## config.mk

```make
export PLATFORM = sky130hd
export DESIGN_NAME = mgs_queue
export DESIGN_NICKNAME = d
export VERILOG_FILES = /design/src/mgs_pkg.sv /design/src/mgs_queue.sv
export SDC_FILE = /design/constraint.sdc
export NUM_CORES = 1
export LEC_CHECK = 0
export ABC_CLOCK_PERIOD_IN_PS = 1700
export BUFFER_PORTS_ARGS = -buffer_cell sky130_fd_sc_hd__buf_2
export CAP_MARGIN = 0
export CORE_UTILIZATION = 46
export DETAILED_ROUTE_END_ITERATION = 8
export PLACE_DENSITY = 0.74
export SKIP_CTS_REPAIR_TIMING = 1
export SLEW_MARGIN = 10
export SYNTH_ARGS = -nofsm -noshare
export SYNTH_HDL_FRONTEND = slang
export SYNTH_SLANG_ARGS = --single-unit
```

## constraint.sdc

```tcl
create_clock -name clk -period 1.7 [get_ports clk]
set_clock_uncertainty 0.15 [all_clocks]
set_input_delay 0.085 -clock clk [delete_from_list [all_inputs] [get_ports clk]]
set_output_delay 0.085 -clock clk [all_outputs]
set_load 0.01 [all_outputs]
```

## src/mgs_pkg.sv

```systemverilog
// ============================================================================
// mgs_pkg
// Shared types, constants and the glyph pattern table of the marching
// squares glyph generator.
// ============================================================================
package mgs_pkg;

  // default geometry limits
  localparam int unsigned DEF_MAX_WIDTH  = 1024;
  localparam int unsigned DEF_MAX_HEIGHT = 1024;

  // fixed field widths
  localparam int unsigned PIX_W    = 8;
  localparam int unsigned CELL_W   = 10;
  localparam int unsigned IWIDTH_W = 11;
  localparam int unsigned CODE_W   = 4;
  localparam int unsigned GLYPH_N  = 9;

  // configuration port
  localparam int unsigned CFG_IDX_W  = 8;
  localparam int unsigned CFG_DATA_W = 11;

  localparam logic [CFG_IDX_W-1:0] REG_IMAGE_WIDTH = CFG_IDX_W'(0);
  localparam logic [CFG_IDX_W-1:0] REG_LEVEL       = CFG_IDX_W'(1);
  localparam logic [CFG_IDX_W-1:0] REG_OFF_LEVEL   = CFG_IDX_W'(2);
  localparam logic [CFG_IDX_W-1:0] REG_ON_LEVEL    = CFG_IDX_W'(3);

  // register reset values
  localparam logic [IWIDTH_W-1:0] RST_IMAGE_WIDTH = IWIDTH_W'(1024);
  localparam logic [PIX_W-1:0]    RST_LEVEL       = PIX_W'(128);
  localparam logic [PIX_W-1:0]    RST_OFF_LEVEL   = PIX_W'(0);
  localparam logic [PIX_W-1:0]    RST_ON_LEVEL    = PIX_W'(255);

  // result bus packing
  localparam int unsigned OUT_BITS   = 2 * CELL_W + GLYPH_N * PIX_W;
  localparam int unsigned OUT_DATA_W = ((OUT_BITS + 7) / 8) * 8;

  // contour positions per cell case, bit (3*row + col)
  localparam logic [GLYPH_N-1:0] GLYPH_MASK [16] = '{
    9'h000, 9'h0C8, 9'h1A0, 9'h038, 9'h026, 9'h0EE, 9'h092, 9'h00B,
    9'h00B, 9'h092, 9'h1AB, 9'h026, 9'h038, 9'h1A0, 9'h0C8, 9'h000
  };

  // one classified cell travelling from front to back
  typedef struct packed {
    logic [CELL_W-1:0] row;
    logic [CELL_W-1:0] col;
    logic [CODE_W-1:0] code;
  } mgs_cell_t;

endpackage

```

## src/mgs_queue.sv

```systemverilog
// ============================================================================
// mgs_queue
// Two-entry queue of classified cells between intake and glyph output.
// ============================================================================
module mgs_queue (
  input  logic               clk,
  input  logic               rst_n,
  input  logic               wr_valid,
  output logic               wr_ready,
  input  mgs_pkg::mgs_cell_t wr_data,
  output logic               rd_valid,
  input  logic               rd_ready,
  output mgs_pkg::mgs_cell_t rd_data
);
  import mgs_pkg::*;

  mgs_cell_t  slot_r [2];
  logic       wr_ptr_r;
  logic       rd_ptr_r;
  logic [1:0] cnt_r;
  logic [1:0] cnt_nxt;
  logic       push;
  logic       pop;

  assign wr_ready = (cnt_r != 2'd2);
  assign rd_valid = (cnt_r != 2'd0);
  assign rd_data  = slot_r[rd_ptr_r];
  assign push     = wr_valid && wr_ready;
  assign pop      = rd_valid && rd_ready;

  // occupancy
  always_comb begin
    cnt_nxt = cnt_r;
    if (push && !pop) begin
      cnt_nxt = cnt_r + 2'd1;
    end else if (pop && !push) begin
      cnt_nxt = cnt_r - 2'd1;
    end
  end

  always_ff @(posedge clk) begin
    if (!rst_n) begin
      wr_ptr_r <= 1'b0;
      rd_ptr_r <= 1'b0;
      cnt_r    <= 2'd0;
    end else begin
      cnt_r <= cnt_nxt;
      if (push) begin
        wr_ptr_r <= ~wr_ptr_r;
      end
      if (pop) begin
        rd_ptr_r <= ~rd_ptr_r;
      end
    end
  end

  // entry storage
  always_ff @(posedge clk) begin
    if (push) begin
      slot_r[wr_ptr_r] <= wr_data;
    end
  end

endmodule

```

==> flow_summary.ini <==
[logic_synthesis]
synth.net_count = 128
synthTopCellsByArea = edfxtp_1 (73%), mux2_2 (14%), dfxtp_1 (5.1%)
yosys_warnings = 0
syn_area_um2 = 1970
synth.avg_cell_area_um2 = 19.9
seq_area_frac_synth = 0.783
yosysTopAreaCell = edfxtp_1
syn_inst = 99
synth-seq-cells = 53
synth_cell_type_count = 19
synth_top_area_share = 0.732

[die]
ios = 54
row_count = 23
initial_utilization = 0.485
coreArea_um2 = 4060
die_w_um = 67.4
die_h_um = 67.4
die_area_um2 = 4550

[critical_path]
slowest_stage = dfxtp_1
crit_path_max_incr_delay_ns = 0.32
r2r_cells = 6
rrSetupSlack_ns = 0.08
crit_path_start_kind = register
crit_chain = nand2b_4 -> and2_1 -> ha_4 -> xor2_1 -> or3_1 -> a21boi_1
crit_path_end_kind = register
path_buf_inv = 0
crit_path_start = cnt_r[0]
critical_path.endpoint = cnt_r[1]
path_class = register to register
rr_endpoint = cnt_r[1]
crit_cells = 6
r2r_start = cnt_r[0]
crit_fanout = 5
worstPathRequired_ns = 1.77
cp_data_arrival_time_ns = 1.69
crit_family = simple AND/OR/NAND/NOR gates

[finish]
nFillCells = 295
syn_to_final_growth_pct = 38.5
nets = 218
final_common_cell = buf_2
drive_gt1_frac = 0.516
layout_common_cells = buf_2 (53), edfxtp_1 (48), dlygate4sd3_1 (26), mux2_2 (24), buf_4 (7)
fin_area_um2 = 2730
antenna_cells = 0

[placement]
post-place-ws_ns = -0.00863
gp_congestion = 0.692
dp_hpwl_um = 2330
portBuffers = 53
dpl_cell_area_um2 = 2340

[cts]
clkTransAtPathRegs_ns = 0.08
cts-root-buf = clkbuf_8
cts_sinks = 53
cts-buffers-inserted = 5
tritoncts = built
clkLatencyLatePin_ns = 0.29
clock_path_buffers = 2
cts_htree_levels = 2

[min_path]
hold_class = input pin to register

[timing]
fmax_mhz = 617
slew_headroom = 0.867
setup_viol = 0
rsz0062_at_grt = false
timing.final.ws_setup_ns = 0.0790
worst_pin_slew_ns = 0.199
period_minus_slack_ns = 1.62
final-hold-violation-count = 0
post-route-period-util = 0.954
slew_violations = 0

[drt]
wirelength_um = 3320
vias = 1149
firstDrtPassIters = 4
detail-route-antenna-nets = 0
post-route-drc-count = 0
via_per_inst = 4.79
wl_per_cell_um = 13.8
drtIter0Drc = 40

[global_route]
grt_pass1_wl_um = 4710
gr-usage-all-layers = 0.149
grt_max_degree = 17
antenna_found_initial = 0
overflow = 0
grt_pass1_vias = 1058

[outcome]
status = complete, no violations

[power]
power_density_nw_per_um2 = 1310
p_leak_nw = 1.05
ir_drop_v = 0.000795

[run]
drv_cap = 0
## metal layers
metal / GRT usage / part of all wire
met5: 0 / 0
met4: 0.0718 / 0.013
met3: 0.0439 / 0.049
met2: 0.263 / 0.54
met1: 0.163 / 0.40
## logic make-up (layout without fill, tap and decap cells)
| kind of cell | after synthesis | count (layout) | synth area share |
|---|---|---|---|
| muxes | 24 | 24 | 0.137 |
| adders and majority gates | 1 | 1 | 0.00635 |
| DFF | 53 | 53 | 0.783 |
| and+or+nand+nor | 9 | 9 | 0.0330 |
| xor gates and xnor gates | 3 | 3 | 0.0133 |
| AOI/OAI and AO/OA | 5 | 5 | 0.0178 |
| buffers and inverters | 4 | 95 | 0.00953 |
## worst register-to-register path: cells and delay by family, from the launching register on
kind | cells | cell delay, ns
compound gates | 1 | 0.14
fa+ha+maj | 1 | 0.16
xor+xnor | 1 | 0.14
simple gates | 3 | 0.64
flops | 1 | 0.32
## worst min path at each step
stage / slack [ns] / cells after the start / end / from
detailed placement: 0.13 / 1 / slot_r[0][10] / wr_data[10]
floorplan: 0.03 / 0 / slot_r[0][0] / wr_data[0]
global placement: 0.12 / 1 / slot_r[0][11] / wr_data[11]
CTS: -0.19 / 1 / slot_r[1][4] / wr_data[4]
finish: 0.11 / 4 / rd_ptr_r / rd_ready
global route: 0.13 / 4 / register / rd_ready
## through the flow
stage	instances	utilization	total power, mW	setup TNS, ns	hold slack (ns)
CTS	214	0.603	3.54	-0.0264	-0.191
floorplan	99	-	2.34	0	0.0339
finish	240	0.672	3.57	0	0.107
global placement	206	0.576	2.68	0	0.123
global route	240	0.672	3.77	0	0.127
detailed placement	206	0.576	2.73	-0.00863	0.126
## synthesized netlist by cell type
| master | number |
|---|---|
| and3_1 | 1 |
| or3_1 | 1 |
| o21ai_1 | 1 |
| xor2_1 | 1 |
| inv_1 | 1 |
| a21boi_0 | 1 |
| or2_2 | 1 |
| a21bo_2 | 1 |
| dfxtp_1 | 5 |
| mux2_2 | 24 |
| nand2b_4 | 1 |
| o21ai_0 | 1 |
| buf_2 | 3 |
| xnor2_1 | 2 |
| and2_1 | 4 |
| nand3b_1 | 1 |
| edfxtp_1 | 48 |
| a21boi_1 | 1 |
| ha_1 | 1 |
## sequential cells by signal, indices dropped and copies added (netlist names), named ones only
register	count
wr_ptr_r	1
cnt_r	2
slot_r	48
rd_ptr_r	1
## layout make-up
type | instances | area (um^2) | share of cell area
Clock buffer | 6 | 72.6 | 0.0266
Tap cell | 50 | 62.6 | 0.0229
Sequential cell | 53 | 1550 | 0.567
Inverter | 1 | 3.75 | 0.00138
Clock inverter | 2 | 38.8 | 0.0142
Multi-Input combinational cell | 42 | 427 | 0.156
Timing Repair Buffer | 86 | 578 | 0.212
## power breakdown
group | total, mW | internal, mW | switching (mW)
clock | 0.815 | 0.442 | 0.374
combinational | 1.06 | 0.561 | 0.502
sequential | 1.70 | 1.64 | 0.0590
No activity file was read; power rests on OpenSTA's default activity.
