File: config.mk
export PLATFORM = sky130hd
export DESIGN_NAME = mgs_back
export DESIGN_NICKNAME = d
export VERILOG_FILES = /design/src/mgs_pkg.sv /design/src/mgs_back.sv
export SDC_FILE = /design/constraint.sdc
export NUM_CORES = 1
export LEC_CHECK = 0
export ABC_AREA = 1
export BUFFER_PORTS_ARGS = -buffer_cell sky130_fd_sc_hd__buf_2
export CAP_MARGIN = 20
export CORE_MARGIN = 2
export CORE_UTILIZATION = 45
export DETAILED_ROUTE_END_ITERATION = 8
export GPL_TIMING_DRIVEN = 0
export HOLD_SLACK_MARGIN = 0.12
export PLACE_DENSITY = 0.74
export SYNTH_ARGS = -nofsm -noshare
export SYNTH_HDL_FRONTEND = slang
export SYNTH_SLANG_ARGS = --single-unit
export TNS_END_PERCENT = 10
File: constraint.sdc
create_clock -name clk -period 7.47 [get_ports clk]
set_clock_uncertainty 0.2 [all_clocks]
set_input_delay 1.494 -clock clk [delete_from_list [all_inputs] [get_ports clk]]
set_output_delay 1.494 -clock clk [all_outputs]
set_load 0.005 [all_outputs]
File: src/mgs_pkg.sv
// ============================================================================
// mgs_pkg
// Shared types, constants and the glyph pattern table of the marching
// squares glyph generator.
// ============================================================================
package mgs_pkg;

  // default geometry limits
  localparam int unsigned DEF_MAX_WIDTH  = 1024;
  localparam int unsigned DEF_MAX_HEIGHT = 1024;

  // fixed field widths
  localparam int unsigned PIX_W    = 8;
  localparam int unsigned CELL_W   = 10;
  localparam int unsigned IWIDTH_W = 11;
  localparam int unsigned CODE_W   = 4;
  localparam int unsigned GLYPH_N  = 9;

  // configuration port
  localparam int unsigned CFG_IDX_W  = 8;
  localparam int unsigned CFG_DATA_W = 11;

  localparam logic [CFG_IDX_W-1:0] REG_IMAGE_WIDTH = CFG_IDX_W'(0);
  localparam logic [CFG_IDX_W-1:0] REG_LEVEL       = CFG_IDX_W'(1);
  localparam logic [CFG_IDX_W-1:0] REG_OFF_LEVEL   = CFG_IDX_W'(2);
  localparam logic [CFG_IDX_W-1:0] REG_ON_LEVEL    = CFG_IDX_W'(3);

  // register reset values
  localparam logic [IWIDTH_W-1:0] RST_IMAGE_WIDTH = IWIDTH_W'(1024);
  localparam logic [PIX_W-1:0]    RST_LEVEL       = PIX_W'(128);
  localparam logic [PIX_W-1:0]    RST_OFF_LEVEL   = PIX_W'(0);
  localparam logic [PIX_W-1:0]    RST_ON_LEVEL    = PIX_W'(255);

  // result bus packing
  localparam int unsigned OUT_BITS   = 2 * CELL_W + GLYPH_N * PIX_W;
  localparam int unsigned OUT_DATA_W = ((OUT_BITS + 7) / 8) * 8;

  // contour positions per cell case, bit (3*row + col)
  localparam logic [GLYPH_N-1:0] GLYPH_MASK [16] = '{
    9'h000, 9'h0C8, 9'h1A0, 9'h038, 9'h026, 9'h0EE, 9'h092, 9'h00B,
    9'h00B, 9'h092, 9'h1AB, 9'h026, 9'h038, 9'h1A0, 9'h0C8, 9'h000
  };

  // one classified cell travelling from front to back
  typedef struct packed {
    logic [CELL_W-1:0] row;
    logic [CELL_W-1:0] col;
    logic [CODE_W-1:0] code;
  } mgs_cell_t;

endpackage

File: src/mgs_back.sv
// ============================================================================
// mgs_back
// Glyph expansion: looks up the contour pattern of a cell case and drives
// the registered result stream.
// ============================================================================
module mgs_back (
  input  logic                                 clk,
  input  logic                                 rst_n,
  input  logic                                 q_valid,
  output logic                                 q_ready,
  input  mgs_pkg::mgs_cell_t                   q_data,
  input  logic [mgs_pkg::PIX_W-1:0]            off_level,
  input  logic [mgs_pkg::PIX_W-1:0]            on_level,
  output logic                                 out_tvalid,
  input  logic                                 out_tready,
  output logic [mgs_pkg::OUT_DATA_W-1:0]       out_tdata
);
  import mgs_pkg::*;

  logic                           out_valid_r;
  logic                           out_valid_nxt;
  logic                           pop;
  logic [GLYPH_N-1:0]             mask;
  logic [GLYPH_N*PIX_W-1:0]       glyph;
  logic [CELL_W-1:0]              row_r;
  logic [CELL_W-1:0]              col_r;
  logic [GLYPH_N*PIX_W-1:0]       glyph_r;

  assign q_ready = !out_valid_r || out_tready;
  assign pop     = q_valid && q_ready;

  // pattern lookup and level selection
  always_comb begin
    mask = GLYPH_MASK[q_data.code];
    for (int k = 0; k < GLYPH_N; k++) begin
      glyph[k*PIX_W +: PIX_W] = mask[k] ? on_level : off_level;
    end
  end

  // output valid
  always_comb begin
    out_valid_nxt = out_valid_r;
    if (pop) begin
      out_valid_nxt = 1'b1;
    end else if (out_tready) begin
      out_valid_nxt = 1'b0;
    end
  end

  always_ff @(posedge clk) begin
    if (!rst_n) begin
      out_valid_r <= 1'b0;
    end else begin
      out_valid_r <= out_valid_nxt;
    end
  end

  // output payload
  always_ff @(posedge clk) begin
    if (pop) begin
      row_r   <= q_data.row;
      col_r   <= q_data.col;
      glyph_r <= glyph;
    end
  end

  assign out_tvalid = out_valid_r;
  assign out_tdata  = {{(OUT_DATA_W - OUT_BITS){1'b0}}, glyph_r, col_r, row_r};

endmodule

==> results of run 1 <==
-- layout make-up --
cell class	count	area, um2
Clock buffer	10	127.6
Tap cell	105	131.4
Timing Repair Buffer	140	745.7
Fill cell	689	3316
Inverter	23	88.84
Multi-Input combinational cell	195	960.9
Clock inverter	6	53.80
Buffer	12	92.59
Sequential cell	93	2783
-- critical path, delay by kind of cell --
family,cells,cell delay [ps]
and+or+nand+nor,1,80
buffers and inverters,3,330
-- through the flow --
stage	utilization	TNS (ps)	instances	hold WS (ps)	instance area, um2
floorplan	-	0	323	322.9	3914
global route	0.6005	0	584	456.7	4984
global placement	0.5700	-80770	565	291.0	4731
detailed placement	0.5786	0	568	386.8	4802
CTS	0.6005	0	584	400.8	4984
finish	0.6005	0	584	386.7	4984
-- power by group --
group	switching [W]	total, W	internal (W)
combinational	0.0000954	0.000159	0.0000632
sequential	0.0000105	0.000636	0.000625
clock	0.000182	0.000310	0.000128
total	0.000288	0.00110	0.000816
-- state kept, by name, summed over array words and instances (netlist names) --
| name | cells |
|---|---|
| glyph_r | 72 |
| col_r | 10 |
| row_r | 10 |
| out_tvalid | 1 |
-- logic make-up after synthesis --
group                      share of synthesized area
AOI/OAI and AO/OA                            0.08881
xor gates and xnor gates                    0.004169
adders and majority gates                    0.01603
buffers and inverters                        0.04649
DFF                                           0.7130
other                                      0.0009609
and+or+nand+nor                               0.1305
-- cells in the final DEF (no fill, tap or decap), types with 3 or more instances in the layout --
cell and instances:
nand3_1 17, o21ai_1 17, buf_2 139, buf_4 4
edfxtp_1 92, inv_6 3, conb_1 4, nand2_1 99
clkbuf_8 9, buf_6 4, buf_12 3, inv_1 22
clkbuf_1 3, ha_1 5, o21ai_0 40
-- layer usage --
layer / track usage / up-vias
met1: 0.2463 / 1364
met3: 0.04748 / 12
met2: 0.3253 / 145
met4: 0.07259 / 0
li1: - / 1413
met5: 0 / -
-- final timing paths --
path / endpoint / slack, ps / from
setup / recovery: q_ready / 3880 / out_tready
hold / removal: out_tvalid / 390 / out_tvalid
setup reg to reg: glyph_r[17] / 5860 / out_tvalid
hold reg to reg: out_tvalid / 390 / out_tvalid
==> results by group, run 1 <==
Synth
  • Synth Instances: 320
  • EDFF count, synth: 92
  • Syn Area/Cell: 12.20 um2
  • Most common cell in the netlist: nand2_1
  • Most used DFF post-synth: edfxtp_1
  • Post-synth top area share: 0.7079
  • Part of the Yosys area used for sequential elements: 0.7130
  • Synthesized area: just under 0.004 mm2
  • Largest area contributor in the netlist: edfxtp_1
  • Synth cell types: 23
  • Ys Warns: 0
  • Main area contributors after synthesis: edfxtp_1 (71%), nand2_1 (9.5%), o21ai_0 (5.1%)
  • FF+latch count, synth: 93
  • FFs w/ async S/R, synth: 0
  • Most frequent cells after synthesis: nand2_1 (99), edfxtp_1 (92), o21ai_0 (40), inv_1 (22)

Routing
  • Vias per Instance: 5.024
  • M1 wire length: 3809 um
  • Top sig layer: met4
  • Total wire length: between 9000 and 10000 um
  • Met2 routed WL: roughly 4500 um
  • Drc violations: 0
  • WL/cell: 15.78 um
  • Vias: a little under 3000
  • Remaining antenna violation count after routing: 0
  • DRT Pass-1 Iters: 5
  • Iter 0 DRT Violations: 161
  • Met3 routed WL: a little under 800 um

Floorplan
  • Ports: about 140
  • Number of cell rows: 33
  • Total core area: about 0.0083 mm2
  • Initial Util: 0.4702
  • Die Wd: roughly 97 um
  • Die Y-Extent: 97.13 um
  • Die footprint: between 0.009 and 0.01 mm2

Placement
  • Pre-CTS setup slack: 3869 ps
  • Post-detail-place hpwl: ~7000 um
  • Gpl congestion: around 0.85
  • PortBufs: 137

STA
  • Final WS setup: about 3900 ps
  • Setup-failing EPs final: 0
  • Pins over their slew limit: 0
  • Slew headroom: 0.5871
  • Tcrit/Tclk final: 0.4810
  • RSZ-0062 raised after global routing: no
  • Final worst path period need: 3593 ps
  • Final Hold Viols: 0
  • FMAX: about 280 MHz
  • Slew at the pin closest to its max-slew limit: 615.3 ps

CTS
  • CTS Buf Count: 9
  • CTS Hold Bufs: 0
  • Worst-skew pair later-pin latency: around 350 ps
  • CTS max path bufs: 2
  • CTS tree: done
  • CTS Root Cell: clkbuf_8
  • Post-CTS Setup Bufs: 0
  • CTS clk-pin slew, worst paths: 100 ps
  • H-tree depth: 3
  • Clk sinks: 93
  • Post-CTS resize count: 0

Worst setup path
  • Crit path max fanout: 2
  • Cells along the critical path: buf_2, inv_1, nand2_1, buf_2
  • CP required: roughly 5800 ps
  • Delay of the slowest cell on the worst path: between 100 and 150 ps
  • Most frequent CP cell: buf_2
  • Critical path type: in -> out
  • CP Launch Type: primary input
  • CP arrival: 1900 ps
  • Critical path capture point type: output pin
  • Crit-path slowest cell: buf_2
  • R2R depth: 3

Pwr
  • Worst VDD drop: 115.7 uV
  • Pleak: 2.206 nW
  • Total Power: 0.001104 W
  • PD cells: 221.6 mW/mm2

GRT
  • Initial antenna violation count: 0
  • Global-route wire length before repair: 14260 um
  • Largest net degree at the start of global routing: 33
  • GRT overflow: 0
  • Vias in the first global route: between 2000 and 3000
  • Global Route Usage Sum: 0.1945

Worst hold path
  • Worst Hold Class: reg -> reg
  • Hold depth: 2

Job
  • Max cap viols: 0

Final layout
  • Antenna fix cells: 0
  • Nets@finish: 523
  • Area Growth Syn to Fin: 27.70%
  • Share of layout cells above drive strength 1: 0.3674

Outcome
  • Status: completed
No activity file was read; power rests on OpenSTA's default activity.
==> run 2, diff against run 1 <==
- ABC_AREA: 1 -> 0
- PLACE_DENSITY: 0.74 -> 0.77
- clock period: 7.47 -> 3.1 ns (I/O delays scaled with it)
==> results by group, run 2 <==
Final layout
  • Area Growth Syn to Fin: 27.21%
  • Cell Count, Final, Fillers Out: 467
  • Post-route cell area: 0.004972 mm2
  • Nets@finish: 404
  • Top reg by flops: glyph_r
  • Share of layout cells above drive strength 1: 0.6657
  • Antenna fix cells: 0
  • Commonest non-fill, non-tap cell in the layout: buf_2
  • Largest regs: glyph_r x72, col_r x10, row_r x10
  • Commonest non-fill, non-tap cells in the layout: buf_2 (137), edfxtp_1 (92), mux2_2 (73)
  • Fill cells: 714
  • Max FFs per register: 72

Floorplan
  • Number of cell rows: 34
  • Total core area: roughly 0.0086 mm2
  • Die Wd: 97.20 um
  • Die Y-Extent: 97.20 um
  • Die footprint: 0.009448 mm2
  • Initial Util: 0.4571
  • Ports: 142

STA
  • Final WS setup: ~690 ps
  • RSZ-0062 raised after global routing: no
  • Setup tns final: 0 ps
  • Slew headroom: 0.4267
  • Slew at the pin closest to its max-slew limit: 843.3 ps
  • FMAX: 415.7 MHz
  • Final worst path period need: approximately 2400 ps
  • Pins over their slew limit: 0
  • Tcrit/Tclk final: 0.7759
  • Final Hold Viols: 0
  • Setup-failing EPs final: 0

GRT
  • Global Route Usage Sum: 0.1779
  • GRT overflow: 0
  • Global-route wire length before repair: about 13000 um
  • Largest net degree at the start of global routing: about 70
  • Vias in the first global route: between 2000 and 2500
  • Initial antenna violation count: 0

Synth
  • Post-synth top area share: 0.7068
  • Main area contributors after synthesis: edfxtp_1 (71%), mux2_2 (21%), ha_1 (1.6%)
  • Most common cell in the netlist: edfxtp_1
  • Synth Instances: 202
  • Most frequent cells after synthesis: edfxtp_1 (92), mux2_2 (73), buf_4 (5), ha_1 (5), nor2b_1 (4)
  • Part of the Yosys area used for sequential elements: 0.7119
  • Synth cell types: 22
  • Synthesized area: 0.003909 mm2
  • FF+latch count, synth: 93
  • Most used DFF post-synth: edfxtp_1
  • EDFF count, synth: 92
  • Largest area contributor in the netlist: edfxtp_1
  • Syn Area/Cell: approximately 19 um2
  • Ys Warns: 0
  • FFs w/ async S/R, synth: 0

Pwr
  • PD cells: 539.9 mW/mm2
  • Worst VDD drop: 216.8 uV
  • Pleak: 1.997 nW

Placement
  • Pre-CTS setup slack: 318.0 ps
  • Area post-placement: 0.004778 mm2
  • Gpl congestion: 0.8273
  • Placed insts: 452
  • Post-detail-place hpwl: 5529 um
  • PortBufs: 137

Worst setup path
  • Crit-path slowest cell: or3b_1
  • Crit path from: q_data[0]
  • Crit path max fanout: 8
  • R2R depth: 3
  • Cells along the critical path: buf_2, inv_1, ha_1, or3b_1, a31oi_4, mux2_2
  • Reg2reg setup slack: 1370 ps
  • Critical path capture point type: register
  • CP required: 3000 ps
  • CP arrival: ~2300 ps
  • CP Launch Type: primary input
  • Worst R2R End: glyph_r[38]
  • Delay of the slowest cell on the worst path: 430 ps
  • Critical path type: in -> reg
  • Launch point of the worst reg-to-reg path: out_tvalid
  • CP Capture Point: glyph_r[28]

Routing
  • Drc violations: 0
  • Vias per Instance: 4.863
  • WL/cell: 18.13 um
  • Remaining antenna violation count after routing: 0
  • Vias: 2271
  • DRT Pass-1 Iters: 4
  • Total wire length: 8466 um
  • Iter 0 DRT Violations: 65

CTS
  • Worst-skew pair later-pin latency: 340 ps
  • CTS Buf Count: 9
  • CTS clk-pin slew, worst paths: 90 ps
  • Post-CTS resize count: 0
  • CTS Root Cell: clkbuf_8
  • CTS tree: done
  • CTS max path bufs: 2
  • H-tree depth: 3
  • CTS Hold Bufs: 0
  • Clk sinks: 93
  • Post-CTS Setup Bufs: 0

Worst hold path
  • Worst Hold Class: in -> reg

Job
  • Max cap viols: 0

Outcome
  • Status: completed
==> run 2: cell types whose count changed after synthesis, moves of 3 or more <==
cell	before	now
buf_6	4	1
mux2_2	0	73
o21ai_0	40	0
nand2_1	99	0
inv_1	22	3
nand3_1	17	0
o21ai_1	17	0
nor2b_1	0	4
==> run 2: stage by stage <==
| step | hold slack, ps | util | total power (W) |
|---|---|---|---|
| 6_report | 237.1 | 0.5815 | 0.002685 |
| 5_1_grt | 208.4 | 0.5815 | 0.002798 |
| 4_1_cts | 216.0 | 0.5815 | 0.002719 |
| 3_5_place_dp | 340.9 | 0.5588 | 0.001918 |
| 3_3_place_gp | 294.7 | 0.5546 | 0.001903 |
| 2_1_floorplan | 336.4 | - | 0.001732 |
==> run 2: logic make-up after synthesis <==
| logic type | synth area share |
|---|---|
| xor gates and xnor gates | 0.002241 |
| DFF | 0.7119 |
| other | 0.0009594 |
| and+or+nand+nor | 0.01664 |
| buffers and inverters | 0.01729 |
| muxes | 0.2189 |
| adders and majority gates | 0.01601 |
| AOI/OAI and AO/OA | 0.01601 |
==> run 2: worst max-delay path, delay by kind of cell <==
kind                     cells  cell delay [ps]
AO/OA/AOI/OAI                1              420
adder cells (fa/ha/maj)      1              240
buffers and inverters        2              200
multiplexers                 1              390
AND/OR/NAND/NOR              1              430
==> run 2: layout make-up <==
class / count / area, um2 / area share
flip-flops and latches: 93 / 2783 / 0.5596
multi-input cells: 101 / 1072 / 0.2157
repair buffers: 139 / 720.7 / 0.1449
well taps: 108 / 135.1 / 0.02718
clock buffers: 9 / 123.9 / 0.02491
clock inverters: 6 / 70.07 / 0.01409
plain buffers: 8 / 56.30 / 0.01132
inverters: 3 / 11.26 / 0.002265
==> run 2: power breakdown <==
group          internal, W  total, W  switching [W]
clock             0.000374  0.000801       0.000427
sequential         0.00150   0.00152      0.0000223
combinational     0.000183  0.000365       0.000182
total              0.00205   0.00268       0.000631
==> run 2: worst min-delay path by stage <==
stage	startpoint	endpoint	slack, ps	depth (start not counted)
after detailed placement	out_tvalid	out_tvalid	340	2
after global routing	q_data[13]	col_r[9]	210	1
final	q_data[13]	col_r[9]	240	1
after floorplan	out_tvalid	out_tvalid	340	2
after CTS	q_data[7]	col_r[3]	220	1
after global placement	out_tvalid	out_tvalid	290	2
==> run 2: per-layer routing <==
layer / GRT usage / vias to the layer above / part of all wire
met5: 0 / - / 0
met4: 0.04550 / 0 / 0.0054
met3: 0.06331 / 6 / 0.080
met2: 0.2997 / 98 / 0.50
met1: 0.2194 / 1081 / 0.42
li1: - / 1086 / -
